$ cat src/hw/rtl/rgb_to_hsv_converter_macros.svh
// ----------------------------------------------------------------------------
// RGB to HSV converter assertion macros
// Concurrent check wrappers; they compile away when SYNTHESIS is defined.
// ----------------------------------------------------------------------------
`ifndef RGB_TO_HSV_CONVERTER_MACROS_SVH
`define RGB_TO_HSV_CONVERTER_MACROS_SVH

`ifndef SYNTHESIS
// property must hold at every clock edge outside reset
`define R2H_ASSERT(name, prop, clk, rst_n) \
  name: assert property (@(posedge clk) disable iff (!rst_n) (prop)) \
    else $error("rgb2hsv: assertion failed");
// condition must never be seen outside reset
`define R2H_ASSERT_NEVER(name, cond, clk, rst_n) \
  name: assert property (@(posedge clk) disable iff (!rst_n) !(cond)) \
    else $error("rgb2hsv: forbidden condition seen");
`else
`define R2H_ASSERT(name, prop, clk, rst_n)
`define R2H_ASSERT_NEVER(name, cond, clk, rst_n)
`endif

`endif

$ cat src/hw/rtl/rgb2hsv_pkg.sv
// ----------------------------------------------------------------------------
// RGB to HSV converter package
// Widths, constants and the classified-pixel type shared by the converter.
// ----------------------------------------------------------------------------
package rgb2hsv_pkg;

  // field widths
  localparam int unsigned ChanW = 8;
  localparam int unsigned HueW  = 9;
  localparam int unsigned PctW  = 7;
  // dividend width: 360 * 255 plus rounding offset stays below 2^17
  localparam int unsigned NumW  = 17;

  // arithmetic constants
  localparam int unsigned ChanMax    = 255;
  localparam int unsigned DegSector  = 60;
  localparam int unsigned DegGreen   = 120;
  localparam int unsigned DegBlue    = 240;
  localparam int unsigned DegFull    = 360;
  localparam int unsigned PctFull    = 100;

  // queue between front and back
  localparam int unsigned FifoDepth = 4;
  localparam int unsigned FifoPtrW  = $clog2(FifoDepth);
  localparam int unsigned FifoCntW  = $clog2(FifoDepth + 1);

  // hue sector, picked by the brightest channel
  typedef enum logic [1:0] {
    SecRed,
    SecGreen,
    SecBlue
  } sec_e;

  // classified pixel handed from front to back
  typedef struct packed {
    sec_e             sec;   // sector
    logic             neg;   // difference of the other two is negative
    logic [ChanW-1:0] hi;    // brightest channel
    logic [ChanW-1:0] span;  // max - min
    logic [ChanW-1:0] diff;  // magnitude of the other two channels' difference
  } cls_t;

endpackage

$ cat src/hw/rtl/rgb2hsv_front.sv
// ----------------------------------------------------------------------------
// RGB to HSV front end
// Accepts pixels, finds max/min and the hue sector, and queues the result.
// ----------------------------------------------------------------------------
module rgb2hsv_front import rgb2hsv_pkg::*; (
  input  logic             clk_i,
  input  logic             rst_ni,
  input  logic             push_i,
  output logic             full_o,
  input  logic [ChanW-1:0] red_i,
  input  logic [ChanW-1:0] green_i,
  input  logic [ChanW-1:0] blue_i,
  input  logic             q_full_i,
  output logic             q_push_o,
  output cls_t             q_data_o
);

  logic             vld_q, vld_d;
  cls_t             cls_q, cls_d;
  logic             accept;
  logic [ChanW-1:0] hi, lo, op_a, op_b;

  // handshake: slot frees when its item moves into the queue
  assign q_push_o = vld_q && !q_full_i;
  assign full_o   = vld_q && q_full_i;
  assign accept   = push_i && !full_o;
  assign q_data_o = cls_q;

  // classification: ties go red, green, blue
  always_comb begin
    hi = (red_i > green_i) ? ((red_i > blue_i) ? red_i : blue_i)
                           : ((green_i > blue_i) ? green_i : blue_i);
    lo = (red_i < green_i) ? ((red_i < blue_i) ? red_i : blue_i)
                           : ((green_i < blue_i) ? green_i : blue_i);
    if (red_i == hi) begin
      cls_d.sec = SecRed;
      op_a      = green_i;
      op_b      = blue_i;
    end else if (green_i == hi) begin
      cls_d.sec = SecGreen;
      op_a      = blue_i;
      op_b      = red_i;
    end else begin
      cls_d.sec = SecBlue;
      op_a      = red_i;
      op_b      = green_i;
    end
    cls_d.neg  = op_a < op_b;
    cls_d.diff = cls_d.neg ? (op_b - op_a) : (op_a - op_b);
    cls_d.hi   = hi;
    cls_d.span = hi - lo;
  end

  // valid flag
  always_comb begin
    vld_d = vld_q;
    if (accept) begin
      vld_d = 1'b1;
    end else if (q_push_o) begin
      vld_d = 1'b0;
    end
  end

  always_ff @(posedge clk_i or negedge rst_ni) begin
    if (!rst_ni) begin
      vld_q <= 1'b0;
    end else begin
      vld_q <= vld_d;
    end
  end

  // payload register
  always_ff @(posedge clk_i) begin
    if (accept) begin
      cls_q <= cls_d;
    end
  end

endmodule

$ cat src/hw/rtl/rgb2hsv_fifo.sv
// ----------------------------------------------------------------------------
// RGB to HSV decoupling queue
// Short first-in first-out queue of classified pixels between front and back.
// ----------------------------------------------------------------------------
module rgb2hsv_fifo import rgb2hsv_pkg::*; (
  input  logic clk_i,
  input  logic rst_ni,
  input  logic wr_i,
  input  cls_t wdata_i,
  output logic full_o,
  input  logic rd_i,
  output cls_t rdata_o,
  output logic empty_o
);

  cls_t                entry_q [FifoDepth];
  logic [FifoPtrW-1:0] wr_ptr_q, wr_ptr_d;
  logic [FifoPtrW-1:0] rd_ptr_q, rd_ptr_d;
  logic [FifoCntW-1:0] cnt_q, cnt_d;
  logic                do_wr, do_rd;

  assign full_o  = cnt_q == FifoCntW'(FifoDepth);
  assign empty_o = cnt_q == '0;
  assign do_wr   = wr_i && !full_o;
  assign do_rd   = rd_i && !empty_o;
  assign rdata_o = entry_q[rd_ptr_q];

  // pointer and fill count update
  always_comb begin
    wr_ptr_d = wr_ptr_q;
    rd_ptr_d = rd_ptr_q;
    cnt_d    = cnt_q;
    if (do_wr) begin
      wr_ptr_d = (wr_ptr_q == FifoPtrW'(FifoDepth - 1)) ? '0 : wr_ptr_q + 1'b1;
    end
    if (do_rd) begin
      rd_ptr_d = (rd_ptr_q == FifoPtrW'(FifoDepth - 1)) ? '0 : rd_ptr_q + 1'b1;
    end
    if (do_wr && !do_rd) begin
      cnt_d = cnt_q + 1'b1;
    end else if (do_rd && !do_wr) begin
      cnt_d = cnt_q - 1'b1;
    end
  end

  always_ff @(posedge clk_i or negedge rst_ni) begin
    if (!rst_ni) begin
      wr_ptr_q <= '0;
      rd_ptr_q <= '0;
      cnt_q    <= '0;
    end else begin
      wr_ptr_q <= wr_ptr_d;
      rd_ptr_q <= rd_ptr_d;
      cnt_q    <= cnt_d;
    end
  end

  // entry storage
  always_ff @(posedge clk_i) begin
    if (do_wr) begin
      entry_q[wr_ptr_q] <= wdata_i;
    end
  end

endmodule

$ cat src/hw/rtl/rgb2hsv_back.sv
// ----------------------------------------------------------------------------
// RGB to HSV back end
// Forms the rounded numerators and runs two pipelined restoring dividers
// (hue, saturation), three quotient bits per stage, into the result register.
// Value divides by the constant 255 with a reciprocal step in stage 1.
// ----------------------------------------------------------------------------
module rgb2hsv_back import rgb2hsv_pkg::*; (
  input  logic            clk_i,
  input  logic            rst_ni,
  input  logic            q_empty_i,
  input  cls_t            q_data_i,
  output logic            q_pop_o,
  output logic            empty_o,
  input  logic            pop_i,
  output logic [HueW-1:0] hue_o,
  output logic [PctW-1:0] sat_o,
  output logic [PctW-1:0] val_o
);

  // partial division: running remainder and quotient bits so far
  typedef struct packed {
    logic [NumW-1:0] rem;
    logic [HueW-1:0] quo;
  } div_t;

  typedef struct packed {
    div_t             hue;
    div_t             sat;
    logic [PctW-1:0]  val;
    logic [ChanW-1:0] span;
    logic [ChanW-1:0] hi;
  } stg_t;

  // three restoring steps, quotient bit positions top down to top-2
  function automatic div_t div_step3(div_t acc, logic [ChanW-1:0] den, logic [3:0] top);
    div_t            res;
    logic [NumW-1:0] trial;
    logic [3:0]      shamt;
    res = acc;
    for (int unsigned k = 0; k < 3; k++) begin
      shamt = top - 4'(k);
      trial = NumW'(den) << shamt;
      if (res.rem >= trial) begin
        res.rem = res.rem - trial;
        res.quo = {res.quo[HueW-2:0], 1'b1};
      end else begin
        res.quo = {res.quo[HueW-2:0], 1'b0};
      end
    end
    return res;
  endfunction

  logic             adv;
  logic             v1_q, v2_q, v3_q, vo_q;
  stg_t             s1_q, s1_d, s2_q, s2_d, s3_q, s3_d;
  logic [HueW-1:0]  hue_q, hue_d;
  logic [PctW-1:0]  sat_q, sat_d, val_q, val_d;
  logic [NumW-1:0]  span_w, base, step;
  logic [NumW-1:0]  val_num, val_est;
  div_t             hue_f, sat_f;

  // whole pipeline moves when the result register is free or being taken
  assign adv     = !vo_q || pop_i;
  assign q_pop_o = adv && !q_empty_i;
  assign empty_o = !vo_q;
  assign hue_o   = hue_q;
  assign sat_o   = sat_q;
  assign val_o   = val_q;

  // stage 1: numerators, each with half the divisor added for rounding
  always_comb begin
    span_w = NumW'(q_data_i.span);
    step   = NumW'(q_data_i.diff) * NumW'(DegSector);
    unique case (q_data_i.sec)
      SecRed:   base = q_data_i.neg ? span_w * NumW'(DegFull) : '0;
      SecGreen: base = span_w * NumW'(DegGreen);
      SecBlue:  base = span_w * NumW'(DegBlue);
      default:  base = '0;
    endcase
    s1_d.hue.rem = (q_data_i.neg ? base - step : base + step) + NumW'(q_data_i.span >> 1);
    s1_d.hue.quo = '0;
    s1_d.sat.rem = span_w * NumW'(PctFull) + NumW'(q_data_i.hi >> 1);
    s1_d.sat.quo = '0;
    // value: x / 255 as (x + x/256 + 1) / 256, exact for x below 65535
    val_num      = NumW'(q_data_i.hi) * NumW'(PctFull) + NumW'(ChanMax >> 1);
    val_est      = val_num + (val_num >> 8) + NumW'(1);
    s1_d.val     = val_est[8 +: PctW];
    s1_d.span    = q_data_i.span;
    s1_d.hi      = q_data_i.hi;
  end

  // stage 2: quotient bits 8..6
  always_comb begin
    s2_d     = s1_q;
    s2_d.hue = div_step3(s1_q.hue, s1_q.span, 4'd8);
    s2_d.sat = div_step3(s1_q.sat, s1_q.hi, 4'd8);
  end

  // stage 3: quotient bits 5..3
  always_comb begin
    s3_d     = s2_q;
    s3_d.hue = div_step3(s2_q.hue, s2_q.span, 4'd5);
    s3_d.sat = div_step3(s2_q.sat, s2_q.hi, 4'd5);
  end

  // stage 4: quotient bits 2..0 and special cases (grey, black, 360 wrap)
  always_comb begin
    hue_f = div_step3(s3_q.hue, s3_q.span, 4'd2);
    sat_f = div_step3(s3_q.sat, s3_q.hi, 4'd2);
    hue_d = ((s3_q.span == '0) || (hue_f.quo >= HueW'(DegFull))) ? '0 : hue_f.quo;
    sat_d = (s3_q.hi == '0) ? '0 : sat_f.quo[PctW-1:0];
    val_d = s3_q.val;
  end

  // stage valid flags
  always_ff @(posedge clk_i or negedge rst_ni) begin
    if (!rst_ni) begin
      v1_q <= 1'b0;
      v2_q <= 1'b0;
      v3_q <= 1'b0;
      vo_q <= 1'b0;
    end else if (adv) begin
      v1_q <= !q_empty_i;
      v2_q <= v1_q;
      v3_q <= v2_q;
      vo_q <= v3_q;
    end
  end

  // stage payloads
  always_ff @(posedge clk_i) begin
    if (adv) begin
      s1_q  <= s1_d;
      s2_q  <= s2_d;
      s3_q  <= s3_d;
      hue_q <= hue_d;
      sat_q <= sat_d;
      val_q <= val_d;
    end
  end

endmodule

$ cat src/hw/rtl/rgb_to_hsv_converter.sv
// ----------------------------------------------------------------------------
// RGB to HSV converter
// Converts 8-bit RGB pixels to hue in degrees and saturation/value in percent.
// ----------------------------------------------------------------------------
// Input side is a queue write port: a pixel (red_i, green_i, blue_i) is taken
// on a rising edge with push high and full low. Result side is a queue read
// port: while empty is low the oldest result sits on hue_o, saturation_o and
// brightness_o, and it is taken on a rising edge with pop high.
// From its transaction to its result showing, a pixel passes the front
// classification register, the four-entry queue, and the back-end stage 1,
// 2 and 3 registers and result register (three quotient bits per stage).
// Throughput is one pixel per clock; every stage is a single register step.
// When pop stays low the back end holds its pipeline, the queue absorbs up to
// four pixels, and full rises once the queue and front register are taken.
// Reset (rst_ni low, asynchronous) empties every stage and the queue; empty
// is high and full is low afterwards. All values are rounded to nearest with
// halves up; grey pixels give hue 0 and black pixels saturation 0.
// ----------------------------------------------------------------------------
`include "rgb_to_hsv_converter_macros.svh"

module rgb_to_hsv_converter import rgb2hsv_pkg::*; (
  input  logic            clk_i,
  input  logic            rst_ni,
  input  logic            push,
  output logic            full,
  input  logic [ChanW-1:0] red_i,
  input  logic [ChanW-1:0] green_i,
  input  logic [ChanW-1:0] blue_i,
  output logic            empty,
  input  logic            pop,
  output logic [HueW-1:0] hue_o,
  output logic [PctW-1:0] saturation_o,
  output logic [PctW-1:0] brightness_o
);

  logic fifo_push, fifo_full, fifo_pop, fifo_empty;
  cls_t fifo_wdata, fifo_rdata;
  logic res_in_range;

  // front: accept and classify
  rgb2hsv_front u_front (
    .clk_i    (clk_i),
    .rst_ni   (rst_ni),
    .push_i   (push),
    .full_o   (full),
    .red_i    (red_i),
    .green_i  (green_i),
    .blue_i   (blue_i),
    .q_full_i (fifo_full),
    .q_push_o (fifo_push),
    .q_data_o (fifo_wdata)
  );

  // queue between front and back
  rgb2hsv_fifo u_fifo (
    .clk_i   (clk_i),
    .rst_ni  (rst_ni),
    .wr_i    (fifo_push),
    .wdata_i (fifo_wdata),
    .full_o  (fifo_full),
    .rd_i    (fifo_pop),
    .rdata_o (fifo_rdata),
    .empty_o (fifo_empty)
  );

  // back: divide and deliver
  rgb2hsv_back u_back (
    .clk_i     (clk_i),
    .rst_ni    (rst_ni),
    .q_empty_i (fifo_empty),
    .q_data_i  (fifo_rdata),
    .q_pop_o   (fifo_pop),
    .empty_o   (empty),
    .pop_i     (pop),
    .hue_o     (hue_o),
    .sat_o     (saturation_o),
    .val_o     (brightness_o)
  );

  // shown result lies inside the field ranges
  assign res_in_range = (hue_o < HueW'(DegFull)) && (saturation_o <= PctW'(PctFull)) &&
                        (brightness_o <= PctW'(PctFull));

  // front never writes into a full queue
  `R2H_ASSERT_NEVER(a_no_push_full, fifo_push && fifo_full, clk_i, rst_ni)
  // back never reads an empty queue
  `R2H_ASSERT_NEVER(a_no_pop_empty, fifo_pop && fifo_empty, clk_i, rst_ni)
  // wrap and special-case logic keep every shown result in range
  `R2H_ASSERT(a_result_range, !empty |-> res_in_range, clk_i, rst_ni)
  // full only while the queue itself is full
  `R2H_ASSERT(a_full_backs_queue, full |-> fifo_full, clk_i, rst_ni)

endmodule

$ cat config.mk
export PLATFORM = sky130hd
export DESIGN_NAME = rgb_to_hsv_converter
export DESIGN_NICKNAME = d
export VERILOG_FILES = /design/src/hw/rtl/rgb2hsv_pkg.sv /design/src/hw/rtl/rgb2hsv_front.sv /design/src/hw/rtl/rgb2hsv_fifo.sv /design/src/hw/rtl/rgb2hsv_back.sv /design/src/hw/rtl/rgb_to_hsv_converter.sv
export VERILOG_INCLUDE_DIRS = /design/src /design/src/hw/rtl
export SDC_FILE = /design/constraint.sdc
export NUM_CORES = 1
export LEC_CHECK = 0
export ABC_AREA = 1
export BUFFER_PORTS_ARGS = -buffer_cell sky130_fd_sc_hd__buf_2
export CAP_MARGIN = 15
export CELL_PAD_IN_SITES_DETAIL_PLACEMENT = 0
export CELL_PAD_IN_SITES_GLOBAL_PLACEMENT = 1
export CORE_ASPECT_RATIO = 0.6
export CORE_MARGIN = 5
export CORE_UTILIZATION = 53
export DETAILED_ROUTE_END_ITERATION = 10
export GPL_TIMING_DRIVEN = 0
export PLACE_DENSITY = 0.87
export REMOVE_ABC_BUFFERS = 1
export SLEW_MARGIN = 20
export SYNTH_ARGS = -nofsm -noshare
export SYNTH_HDL_FRONTEND = slang
export SYNTH_SLANG_ARGS = --single-unit
$ cat constraint.sdc
create_clock -name clk_i -period 11.7 [get_ports clk_i]
set_clock_uncertainty 0.15 [all_clocks]
set_input_delay 1.755 -clock clk_i [delete_from_list [all_inputs] [get_ports clk_i]]
set_output_delay 1.755 -clock clk_i [all_outputs]
set_load 0.02 [all_outputs]
==> flow_summary.yaml <==
outcome:
  outcome: "completed"
yosys:
  synth_area_leaders: "edfxtp_1 33%, ha_1 14%, nand2_1 11%, inv_1 6.9%, nand3_1 4.4%"
  synth_commonest_cells: "920 x nand2_1, 555 x inv_1, 340 x ha_1"
  syn_inst: 3805
  synth.distinct_cells: 57
  synth_async_sr_flop_share_pct: 3.51
  synth_top_area_share_pct: 32.7
  synth_seq_cells: 342
  ys.flop_type: "edfxtp_1"
  yosysTopAreaCell: "edfxtp_1"
  yosysMostFrequentCell: "nand2_1"
  synth-edff-count: 330
  syn_avg_cell_area_um2: 7.97
  ys_seq_area_share_pct: 33.7
  syn_area_um2: 30300
  ys_warn_count: 0
worst_setup_path:
  reg2reg_slack_ns: 3.64
  r2r-start: "u_fifo.rd_ptr_q[1]"
  critPathMaxStageDelay_ns: 0.84
  crit_type: "reg -> reg"
  crit_required_ns: 11.85
  cp-end-kind: "register"
  worst-path-stages: 27
  cp_max_fo: 44
  critPathMostFrequentCell: "nand2_1"
  cpMaxStageDelayCell: "a32oi_1"
  crit_family: "compound AO/OA/AOI/OAI gates"
  cp-start-kind: "register"
  crit_buf_inv: 5
  startpoint: "u_fifo.rd_ptr_q[1]"
  r2r_cells: 27
  arrival_ns: 8.21
clocking:
  htree_levels: 2
  cts_resized: 0
  root_buffer: "clkbuf_16"
  clock_latency_ns: 0.56
  cts_tree: "built"
  clockBufferDepth: 3
  cts_buffers: 35
  holdBufCountCts: 0
  post_cts_buffers: 0
  clkTransAtPathRegs_ns: 0.07
  clock-sinks: 342
floorplanning:
  num_rows: 67
  ioPinCount: 53
  core_area_um2: 56300
  die_y_um: 195
  die_w_um: 319
  dieArea_um2: 62200
  start_util_pct: 53.9
route:
  avgViaCountPerCell: 5.43
  wl_met2_mm: 27.2
  top_layer: "met4"
  wire_per_inst_um: 16.2
  dr.pass1.iters: 6
  drc: 0
  dr_total_vias: 25200
  met1Wirelength_mm: 41.4
  finalWirelength_mm: 75.0
  wl_met3_mm: 5.98
  drt_iter0_markers: 2374
  ant_nets: 0
placed_design:
  numPortBuffers: 52
  place_congestion: 0.938
  hpwl_mm: 59.7
sta:
  setup_tns_ns: 0
  slew_violations: 0
  rsz0062_at_grt: "no"
  fmax_ghz: 0.124
  hold_violations: 0
  min_period_ns: 8.06
  min_period_over_period_pct: 68.9
  setup_viol: 0
  max_slew_margin_pct: 37.5
  tightestPinTransition_ns: 0.934
grt:
  antenna_found_initial: 0
  gr-total-overflow: 0
  grt_max_degree: 113
  grt_pass1_vias: 22800
  grt_usage_pct: 23.8
  grt_pass1_wl_mm: 123
hold_path:
  worstHoldStart: "u_back.s2_q[50]"
  min_path_cells: 0
  timing.hold.worst.class: "reg -> reg"
cells_and_area:
  layout.nets: 4294
  synthToLayoutAreaGrowth_pct: 8.36
  antenna-diode-count: 0
  drive_above_1_share_pct: 5.81
run:
  maxCapViolCount: 0
## cell type report
type	count	area, um^2
clock buffer	39	891
clock inverter	24	339
fill	5067	23400
inverter	569	2150
multi-input combinational	2845	17800
sequential	342	10200
tap	759	950
timing repair buffer	68	507
## through the flow
| stage | hold slack (ns) | utilization [%] | cell area, um^2 | cells | setup WS (ns) |
|---|---|---|---|---|---|
| 6_report | 0.265 | 58.4 | 32800 | 4646 | 3.64 |
| 3_5_place_dp | 0.255 | 56.2 | 31600 | 4583 | 3.14 |
| 3_3_place_gp | 0.250 | 55.6 | 31300 | 4567 | 1.44 |
| 2_1_floorplan | 0.250 | - | 30100 | 3756 | 4.05 |
| 5_1_grt | 0.273 | 58.4 | 32800 | 4646 | 3.02 |
| 4_1_cts | 0.263 | 58.4 | 32800 | 4646 | 3.70 |
## registers in the layout (all words and copies together), names as in the netlist
name	cells
u_front.q_data_o	27
u_back.s3_q	56
u_front.vld_q	1
u_back.val_o	7
u_back.s1_q	52
u_fifo.rd_ptr_q	2
u_back.val_d	7
u_back.v2_q	1
u_back.vo_q	1
u_back.hue_o	9
u_back.v3_q	1
u_back.s2_q	57
u_fifo.entry_q	108
u_fifo.wr_ptr_q	2
u_back.sat_o	7
u_fifo.cnt_q	3
u_back.v1_q	1
## worst reg2reg max path: cells and delay by family (launching register included)
kind | cells | cell delay (ns)
compound gates | 7 | 2.27
xor+xnor | 2 | 0.62
buf+inv | 5 | 1.32
flops | 1 | 0.70
fa+ha+maj | 4 | 1.62
simple gates | 9 | 1.11
## path summary, 6_finish.rpt
check                                endpoint
max                           u_back.s1_q[73]
min                           u_back.s3_q[53]
min reg2reg                   u_back.s3_q[53]
max reg2reg                   u_back.s1_q[73]
min in group asynchronous     u_fifo.cnt_q[2]
max in group asynchronous  u_fifo.rd_ptr_q[0]
## per-layer routing
layer / up-vias / GRT usage [%]
li1: 12900 / -
met1: 11500 / 41.2
met2: 801 / 31.0
met3: 34 / 4.06
met4: 0 / 2.53
met5: - / 0
## kinds of logic (layout without fill, tap and decap cells)
group	Yosys count	after routing	synth area share, %
flip-flops	342	342	33.7
adder cells (fa/ha/maj)	405	405	18.3
buffers and inverters	618	700	7.85
AND/OR/NAND/NOR	1680	1680	23.9
multiplexers	3	3	0.0991
AO/OA/AOI/OAI	566	566	10.6
XOR/XNOR	191	191	5.52
## cell usage in the layout, fill, tap and decap left out, drive strengths merged, types with 67 or more instances in the layout
| master | count |
|---|---|
| inv | 569 |
| o21ai | 202 |
| edfxtp | 330 |
| nor2 | 307 |
| nand3 | 281 |
| buf | 68 |
| ha | 340 |
| a21oi | 232 |
| nand4 | 69 |
| xnor2 | 67 |
| nand2 | 935 |
| xor2 | 124 |
Power is left out: the tool's default activity adds up to more than one toggle a clock period on the data nets, which glitch-free logic cannot reach.
